===== config.mk =====
export PLATFORM = sky130hd
export DESIGN_NAME = pib_csr
export DESIGN_NICKNAME = d
export VERILOG_FILES = /design/src/rtl/pib_pkg.sv /design/src/rtl/pib_csr.sv
export SDC_FILE = /design/constraint.sdc
export NUM_CORES = 1
export LEC_CHECK = 0
export CAP_MARGIN = 0
export CELL_PAD_IN_SITES_DETAIL_PLACEMENT = 2
export CELL_PAD_IN_SITES_GLOBAL_PLACEMENT = 2
export CORE_UTILIZATION = 38
export DETAILED_ROUTE_END_ITERATION = 10
export DONT_BUFFER_PORTS = 1
export PLACE_DENSITY = 0.8
export SLEW_MARGIN = 10
export SYNTH_ARGS = -nofsm -noshare
export SYNTH_HDL_FRONTEND = slang
export SYNTH_SLANG_ARGS = --single-unit

===== constraint.sdc =====
create_clock -name clock -period 5.2 [get_ports clock]
set_input_delay 0.26 -clock clock [delete_from_list [all_inputs] [get_ports clock]]
set_output_delay 0.26 -clock clock [all_outputs]
set_load 0.01 [all_outputs]

===== src/rtl/pib_pkg.sv =====
`timescale 1ns / 1ps
// ----------------------------------------------------------------------------
// pib_pkg
// Shared constants, register codes and the configuration bundle for the
// particle integrate, wall bound and binning pipeline.
// ----------------------------------------------------------------------------
package pib_pkg;

   // grid binning and wall clearance
   localparam int CELL_SHIFT = 12;
   localparam int GRID_COLS  = 64;
   localparam int EDGE_EPS   = 1;

   localparam logic [15:0]        GRID_COLS_W = 16'(GRID_COLS);
   localparam logic signed [33:0] EDGE_EPS_W  = 34'(EDGE_EPS);

   localparam int CSR_INDEX_W = 3;
   localparam int CSR_DATA_W  = 32;

   typedef enum logic [CSR_INDEX_W-1:0] {
      REG_TIME_STEP      = 3'd0,
      REG_MAX_SPEED      = 3'd1,
      REG_ATTENUATION    = 3'd2,
      REG_SUPPORT_RADIUS = 3'd3,
      REG_BOX_LOW_X      = 3'd4,
      REG_BOX_LOW_Y      = 3'd5,
      REG_BOX_HIGH_X     = 3'd6,
      REG_BOX_HIGH_Y     = 3'd7
   } csr_index_type;

   localparam logic [16:0]        RST_TIME_STEP      = 17'd655;
   localparam logic [30:0]        RST_MAX_SPEED      = 31'd655360;
   localparam logic [16:0]        RST_ATTENUATION    = 17'd58982;
   localparam logic [30:0]        RST_SUPPORT_RADIUS = 31'd1638;
   localparam logic signed [31:0] RST_BOX_LOW_X      = 32'sd0;
   localparam logic signed [31:0] RST_BOX_LOW_Y      = 32'sd0;
   localparam logic signed [31:0] RST_BOX_HIGH_X     = 32'sd65536;
   localparam logic signed [31:0] RST_BOX_HIGH_Y     = 32'sd65536;

   // register values plus the wall and clamp bounds derived from them
   typedef struct packed {
      logic [16:0]        time_step;
      logic [30:0]        max_speed;
      logic [16:0]        attenuation;
      logic signed [31:0] box_low_x;
      logic signed [31:0] box_low_y;
      logic signed [32:0] wall_low_x;
      logic signed [32:0] wall_low_y;
      logic signed [32:0] wall_high_x;
      logic signed [32:0] wall_high_y;
      logic signed [33:0] clamp_low_x;
      logic signed [33:0] clamp_low_y;
      logic signed [33:0] clamp_high_x;
      logic signed [33:0] clamp_high_y;
   } cfg_type;

endpackage


===== src/rtl/pib_csr.sv =====
`timescale 1ns / 1ps
// ----------------------------------------------------------------------------
// pib_csr
// Configuration registers and registered wall / clamp bounds derived from
// the box and the support radius.
// ----------------------------------------------------------------------------
module pib_csr (
   input  logic                                  clock,
   input  logic                                  reset,
   input  logic                                  csr_wr_en,
   input  logic [pib_pkg::CSR_INDEX_W-1:0]       csr_index,
   input  logic [pib_pkg::CSR_DATA_W-1:0]        csr_wdata,
   output pib_pkg::cfg_type                      cfg
);

   logic [16:0]        time_step_ff;
   logic [30:0]        max_speed_ff;
   logic [16:0]        attenuation_ff;
   logic [30:0]        support_radius_ff;
   logic signed [31:0] box_low_x_ff;
   logic signed [31:0] box_low_y_ff;
   logic signed [31:0] box_high_x_ff;
   logic signed [31:0] box_high_y_ff;

   pib_pkg::cfg_type   bounds_in;
   pib_pkg::cfg_type   bounds_ff;
   logic signed [33:0] radius_ext;

   always_ff @(posedge clock) begin
      if (reset) begin
         time_step_ff      <= pib_pkg::RST_TIME_STEP;
         max_speed_ff      <= pib_pkg::RST_MAX_SPEED;
         attenuation_ff    <= pib_pkg::RST_ATTENUATION;
         support_radius_ff <= pib_pkg::RST_SUPPORT_RADIUS;
         box_low_x_ff      <= pib_pkg::RST_BOX_LOW_X;
         box_low_y_ff      <= pib_pkg::RST_BOX_LOW_Y;
         box_high_x_ff     <= pib_pkg::RST_BOX_HIGH_X;
         box_high_y_ff     <= pib_pkg::RST_BOX_HIGH_Y;
      end else if (csr_wr_en) begin
         case (pib_pkg::csr_index_type'(csr_index))
            pib_pkg::REG_TIME_STEP:      time_step_ff      <= csr_wdata[16:0];
            pib_pkg::REG_MAX_SPEED:      max_speed_ff      <= csr_wdata[30:0];
            pib_pkg::REG_ATTENUATION:    attenuation_ff    <= csr_wdata[16:0];
            pib_pkg::REG_SUPPORT_RADIUS: support_radius_ff <= csr_wdata[30:0];
            pib_pkg::REG_BOX_LOW_X:      box_low_x_ff      <= $signed(csr_wdata);
            pib_pkg::REG_BOX_LOW_Y:      box_low_y_ff      <= $signed(csr_wdata);
            pib_pkg::REG_BOX_HIGH_X:     box_high_x_ff     <= $signed(csr_wdata);
            pib_pkg::REG_BOX_HIGH_Y:     box_high_y_ff     <= $signed(csr_wdata);
            default: ;
         endcase
      end
   end

   always_comb begin
      radius_ext             = $signed({3'd0, support_radius_ff});
      bounds_in              = '0;
      bounds_in.time_step    = time_step_ff;
      bounds_in.max_speed    = max_speed_ff;
      bounds_in.attenuation  = attenuation_ff;
      bounds_in.box_low_x    = box_low_x_ff;
      bounds_in.box_low_y    = box_low_y_ff;
      bounds_in.wall_low_x   = $signed({box_low_x_ff[31], box_low_x_ff})
                               + $signed({2'd0, support_radius_ff});
      bounds_in.wall_low_y   = $signed({box_low_y_ff[31], box_low_y_ff})
                               + $signed({2'd0, support_radius_ff});
      bounds_in.wall_high_x  = $signed({box_high_x_ff[31], box_high_x_ff})
                               - $signed({2'd0, support_radius_ff});
      bounds_in.wall_high_y  = $signed({box_high_y_ff[31], box_high_y_ff})
                               - $signed({2'd0, support_radius_ff});
      bounds_in.clamp_low_x  = $signed({{2{box_low_x_ff[31]}}, box_low_x_ff})
                               + radius_ext + pib_pkg::EDGE_EPS_W;
      bounds_in.clamp_low_y  = $signed({{2{box_low_y_ff[31]}}, box_low_y_ff})
                               + radius_ext + pib_pkg::EDGE_EPS_W;
      bounds_in.clamp_high_x = $signed({{2{box_high_x_ff[31]}}, box_high_x_ff})
                               - (radius_ext + pib_pkg::EDGE_EPS_W);
      bounds_in.clamp_high_y = $signed({{2{box_high_y_ff[31]}}, box_high_y_ff})
                               - (radius_ext + pib_pkg::EDGE_EPS_W);
   end

   // bounds are a registered copy that follows the registers in the next cycle
   always_ff @(posedge clock) begin
      bounds_ff <= bounds_in;
   end

   assign cfg = bounds_ff;

endmodule


==> out/results.txt <==
The fraction of registers with async set or reset after synthesis was 0%. Number of global-route vias before repair: 26178. TritonCTS built the clock tree. The routed via count divided by cell count was 5.70. For this run the aggregate overflow at the end of global routing stands at 0. After detailed routing, the number of remaining DRC violations is 0. Setup violations remaining at the end of the flow were counted as 0.

Dividing total power by cell area gives a power density of 371 nW/um^2. At the end of routability-driven placement, the weighted congestion stood at 0.910. The final period demand of the worst path came out at 4.66 ns. For this design the top-level I/O count stands at 435. Headroom to the max-slew limit came out at 14.2%. The tools report the buffer cell driving the clock tree root as sky130_fd_sc_hd__clkbuf_16.

Setup total negative slack on the finished layout was measured at 0 ns. Internal cell power: 8350 uW. The synthesized design contains 621 register bits.

After the flow finishes, the layout carries non-filler instances totaling 4137. The later pin in the worst-skew pair is clocked with a latency of 0.65 ns. For this configuration, the core starts out at a cell density of 38.5%. The total placed cells including tap cells is 3978, and the biggest fanout along the worst timing path is 8. Measured along the x axis, the die boundary spans 271 um. In the global route stage, overall resource usage came out at 31.7%.

Counting every instance in the synthesized netlist gives 3152. The analysis attributes to cell leakage a power of 0.0126 uW. Yosys mapped a number of flops with a built-in enable equal to 0. The detailed router finished its first iteration with 1385 violations. In this run, distinct cell masters in the synthesized netlist total 72. Clock skew on the completed layout was measured at 0.0412 ns.

For the combinational cell fraction of total power, the log shows 9.0%. Detailed placement ended at an HPWL of 87300 um. The startpoint identified for the worst register-to-register timing path is support_radius_ff[2]$_SDFFE_PP1P_.

STA classifies the critical path startpoint as a flip-flop. Along the worst hold path, the cell count comes to 4. The site row count came out at 98.

Data arrives at the worst endpoint at 5.21 ns. Once the clock tree was built, the resizer swapped 0 gates to a different size. From synthesis to final layout, the design area changed by 12.8%. The final-layout fill cell count was 7727.

Sink of the worst hold path: max_speed_ff[4]$_SDFFE_PP0P_. On the critical path the largest part of the delay comes from compound AO/OA/AOI/OAI gates. Reg-to-reg setup timing slack: 0.54 ns. The die boundary height came out at 271 um.

The final critical-path share of the clock period works out to 89.5%. For the post-synthesis net count, the log shows 3385. The final routed wire length divided by cell count is 28.8 um, and the remaining number of nets flagged by the antenna check after routing is 0. CTS saw 621 sinks.

The tools report the number of antenna violations at the first check in global routing as 7. The die covers 73600 sq um. Setup repair after global routing left no endpoint under its margin. The tools report the netlist area before placement as 27600 sq um.

The signal on the critical path passes through and4_1, nand2_1, nor3_1, xnor2_1, ha_1, a21o_1, a21o_1, a21oi_1, o21ai_0, o311ai_1, a211oi_1, o21ai_1, a21oi_1, o41ai_2, xnor2_1. The run gives 31100 sq um as the final non-filler cell area. Capture point of the worst reg-to-reg path: cfg[30]$_DFF_P_. The total length of routed wires is 119000 um, and the count of maximum capacitance violations is 0. The worst min-delay path category is input pin to flip-flop. Sequential elements use 45.1% of the synthesized area. The logs give 71600 sq um for the core outline area and 44.5% for the clock group share of total power. The flow ran to the end, and the final reports show no timing, DRC or antenna violations.

Final-report max-slew violation count: 0. The tightest hold path in the finished design has a slack of 0.0987 ns. Of the total power, the share spent switching nets is 27.5%.

The final layout contains 3367 nets. Among all flip-flop cells after synthesis, the most frequent one is sky130_fd_sc_hd__dfxtp_1. Once placement finished, the instance area stood at 28400 sq um. Worst path buffer plus inverter count: 0. At the pin with the least slew margin, the transition time is 1.28 ns. Among all stages on the critical path, the largest delay is contributed by sky130_fd_sc_hd__dfxtp_1. In this run, CTS created clock tree buffers numbering 67. The sequential share of power is 46.5%.

The final core utilization was 43.4%. Yosys printed 0 warnings. The number of iterations in the first detailed-routing pass is 7. The run gives 0 as the final count of hold timing violations. Derived from the worst setup path, the maximum achievable clock frequency is 0.215 GHz. Clock-pin slew was measured on the worst setup and hold paths at 0.07 ns.

Entering global routing, the biggest net connects 225 pins. The depth of the most critical reg-to-reg path was 15; the global-route wire length before repair was 174000 um. In this run the mean area of a mapped cell was 8.74 sq um. In this run the power spent charging and discharging nets is 3180 uW. For the maximum clock path buffer count, the log shows 3.

The critical path is of the flip-flop to flip-flop type. The worst-case IR drop observed on VDD is 0.232 mV. The fraction of final layout cells with drive strength greater than 1 came out at 5.50%. For this run, the slowest stage of the critical path takes 0.63 ns. The clock tree synthesis step divided the H-tree into 3 levels. The tools report the kind of capture point of the worst setup path as a flip-flop. Data on the critical path is required at its endpoint by 5.75 ns.

The startpoint of the most critical hold path is csr_index[0]. The routed layout has 23596 vias. In this run the tool buffered the top-level ports with 0 buffer cells. The post-CTS repair timing setup buffer count was 0.
## power by group through the flow
stage | sequential (uW) | combinational (uW) | clock, uW
after floorplan | 5370 | 665 | 0
after global placement | 5460 | 852 | 0
after detailed placement | 5470 | 896 | 0
after CTS | 5370 | 1020 | 5190
after global routing | 5390 | 1100 | 5360
final | 5370 | 1030 | 5130
## cells by family (layout without fill, tap and decap cells)
kind of cell	after synthesis	in the layout	share of synthesized area [%]
AND/OR/NAND/NOR	993	993	15.9
AO/OA/AOI/OAI	828	828	18.0
flip-flops	621	621	45.1
XOR/XNOR	256	256	8.20
buffers and inverters	256	287	3.58
adder cells (fa/ha/maj)	197	197	9.15
multiplexers	1	1	0.0409
other	0	4	0
## per-layer routing
metal  GRT usage [%]  wire length [um]
met2            53.6             56700
met1            40.0             51700
met3            4.79              5670
met4            13.7              5120
met5               0                13
## tightest hold or removal path: stages
cell and delay, ns:
sky130_fd_sc_hd__nand2b_1 0.11, sky130_fd_sc_hd__nor2_2 0.14, sky130_fd_sc_hd__nand2_1 0.10, sky130_fd_sc_hd__a21oi_1 0.05
## flip-flops by register name, summed over array words and instances (netlist names)
register           cells
support_radius_ff     31
max_speed_ff          31
box_low_y_ff          32
time_step_ff          17
box_high_y_ff         32
box_high_x_ff         32
cfg                  397
box_low_x_ff          32
attenuation_ff        17
## worst max-delay path by stage
stage	end	cells after the start	slack (ns)	from
final	cfg[30]$_DFF_P_	15	0.54	support_radius_ff[2]$_SDFFE_PP1P_
after floorplan	cfg[60]$_DFF_P_	16	1.40	support_radius_ff[1]$_SDFFE_PP1P_
after CTS	cfg[30]$_DFF_P_	15	0.65	support_radius_ff[2]$_SDFFE_PP1P_
after global placement	cfg[61]$_DFF_P_	15	0.87	support_radius_ff[0]$_SDFFE_PP0P_
after detailed placement	cfg[32]$_DFF_P_	16	0.68	support_radius_ff[0]$_SDFFE_PP0P_
after global routing	cfg[33]$_DFF_P_	16	0.34	support_radius_ff[0]$_SDFFE_PP0P_
## Yosys cell counts, types with 3 or more instances
library cell | n | area share (%)
sky130_fd_sc_hd__xnor2_1 | 181 | 5.8
sky130_fd_sc_hd__nand3_1 | 44 | 0.80
sky130_fd_sc_hd__xor2_1 | 74 | 2.4
sky130_fd_sc_hd__clkbuf_2 | 17 | 0.31
sky130_fd_sc_hd__or3_1 | 5 | 0.11
sky130_fd_sc_hd__o21ai_1 | 8 | 0.15
sky130_fd_sc_hd__nand2_1 | 590 | 8.0
sky130_fd_sc_hd__o311ai_1 | 4 | 0.13
sky130_fd_sc_hd__nor2b_1 | 29 | 0.66
sky130_fd_sc_hd__or4_1 | 3 | 0.082
sky130_fd_sc_hd__o31ai_1 | 14 | 0.38
sky130_fd_sc_hd__a21oi_1 | 417 | 7.6
sky130_fd_sc_hd__o21ai_0 | 118 | 2.1
sky130_fd_sc_hd__and4_1 | 5 | 0.16
sky130_fd_sc_hd__nor4_1 | 11 | 0.25
sky130_fd_sc_hd__nor3_1 | 39 | 0.71
sky130_fd_sc_hd__o211ai_1 | 10 | 0.27
sky130_fd_sc_hd__fa_1 | 8 | 0.58
sky130_fd_sc_hd__a211oi_1 | 11 | 0.30
sky130_fd_sc_hd__a211o_1 | 4 | 0.13
sky130_fd_sc_hd__nand2b_1 | 25 | 0.57
sky130_fd_sc_hd__a31o_2 | 3 | 0.095
sky130_fd_sc_hd__nor2_1 | 132 | 1.8
sky130_fd_sc_hd__nand4_1 | 39 | 0.89
sky130_fd_sc_hd__a311o_1 | 3 | 0.11
sky130_fd_sc_hd__and2_1 | 10 | 0.23
sky130_fd_sc_hd__clkbuf_1 | 124 | 1.7
sky130_fd_sc_hd__dfxtp_1 | 621 | 45
sky130_fd_sc_hd__o21bai_1 | 48 | 1.3
sky130_fd_sc_hd__ha_1 | 187 | 8.5
sky130_fd_sc_hd__nand3b_1 | 26 | 0.71
sky130_fd_sc_hd__a31oi_1 | 20 | 0.45
sky130_fd_sc_hd__a21boi_0 | 20 | 0.54
sky130_fd_sc_hd__inv_1 | 113 | 1.5
sky130_fd_sc_hd__o21a_1 | 30 | 0.82
sky130_fd_sc_hd__a21o_1 | 88 | 2.4
sky130_fd_sc_hd__or2_2 | 6 | 0.14
sky130_fd_sc_hd__and3_1 | 20 | 0.45
sky130_fd_sc_hd__o2111ai_1 | 5 | 0.16
## cells in the final DEF, fill, tap and decap left out, types with 12 or more instances in the layout
cell	n
sky130_fd_sc_hd__nand3b_1	26
sky130_fd_sc_hd__dfxtp_1	621
sky130_fd_sc_hd__xnor2_1	181
sky130_fd_sc_hd__o21bai_1	48
sky130_fd_sc_hd__a21oi_1	417
sky130_fd_sc_hd__o31ai_1	14
sky130_fd_sc_hd__a21o_1	88
sky130_fd_sc_hd__xor2_1	74
sky130_fd_sc_hd__clkbuf_16	67
sky130_fd_sc_hd__nand2_1	590
sky130_fd_sc_hd__a21boi_0	20
sky130_fd_sc_hd__and3_1	20
sky130_fd_sc_hd__nor2b_1	29
sky130_fd_sc_hd__nor3_1	37
sky130_fd_sc_hd__nor2_1	127
sky130_fd_sc_hd__a31oi_1	20
sky130_fd_sc_hd__nand3_1	44
sky130_fd_sc_hd__clkbuf_8	12
sky130_fd_sc_hd__o21a_1	30
sky130_fd_sc_hd__inv_1	113
sky130_fd_sc_hd__nand4_1	39
sky130_fd_sc_hd__buf_4	19
sky130_fd_sc_hd__ha_1	187
sky130_fd_sc_hd__dlygate4sd3_1	36
sky130_fd_sc_hd__nand2b_1	25
sky130_fd_sc_hd__o21ai_0	118
## area by class of cell
class                           count  area (sq um)  share of cell area (%)
Multi-Input combinational cell   2275         14200                    45.6
Clock buffer                       83          1860                    5.98
Tap cell                          950          1190                    3.83
Timing Repair Buffer               56           531                    1.71
Clock inverter                     35           467                    1.50
Inverter                          113           424                    1.36
Sequential cell                   621         12400                    40.0
Antenna cell                        4          10.0                  0.0322
## through the flow
| step | power, uW | setup WS, ns |
|---|---|---|
| after CTS | 11600 | 0.647 |
| after detailed placement | 6370 | 0.681 |
| after global routing | 11900 | 0.340 |
| final | 11500 | 0.544 |
| after global placement | 6310 | 0.870 |
| after floorplan | 6040 | 1.40 |
## repair_timing
action	CTS	global route
hold buffers	37	0
setup endpoints to repair	0	0
endpoints found under the hold margin	224	0
Power figures use the tool's default switching activity.
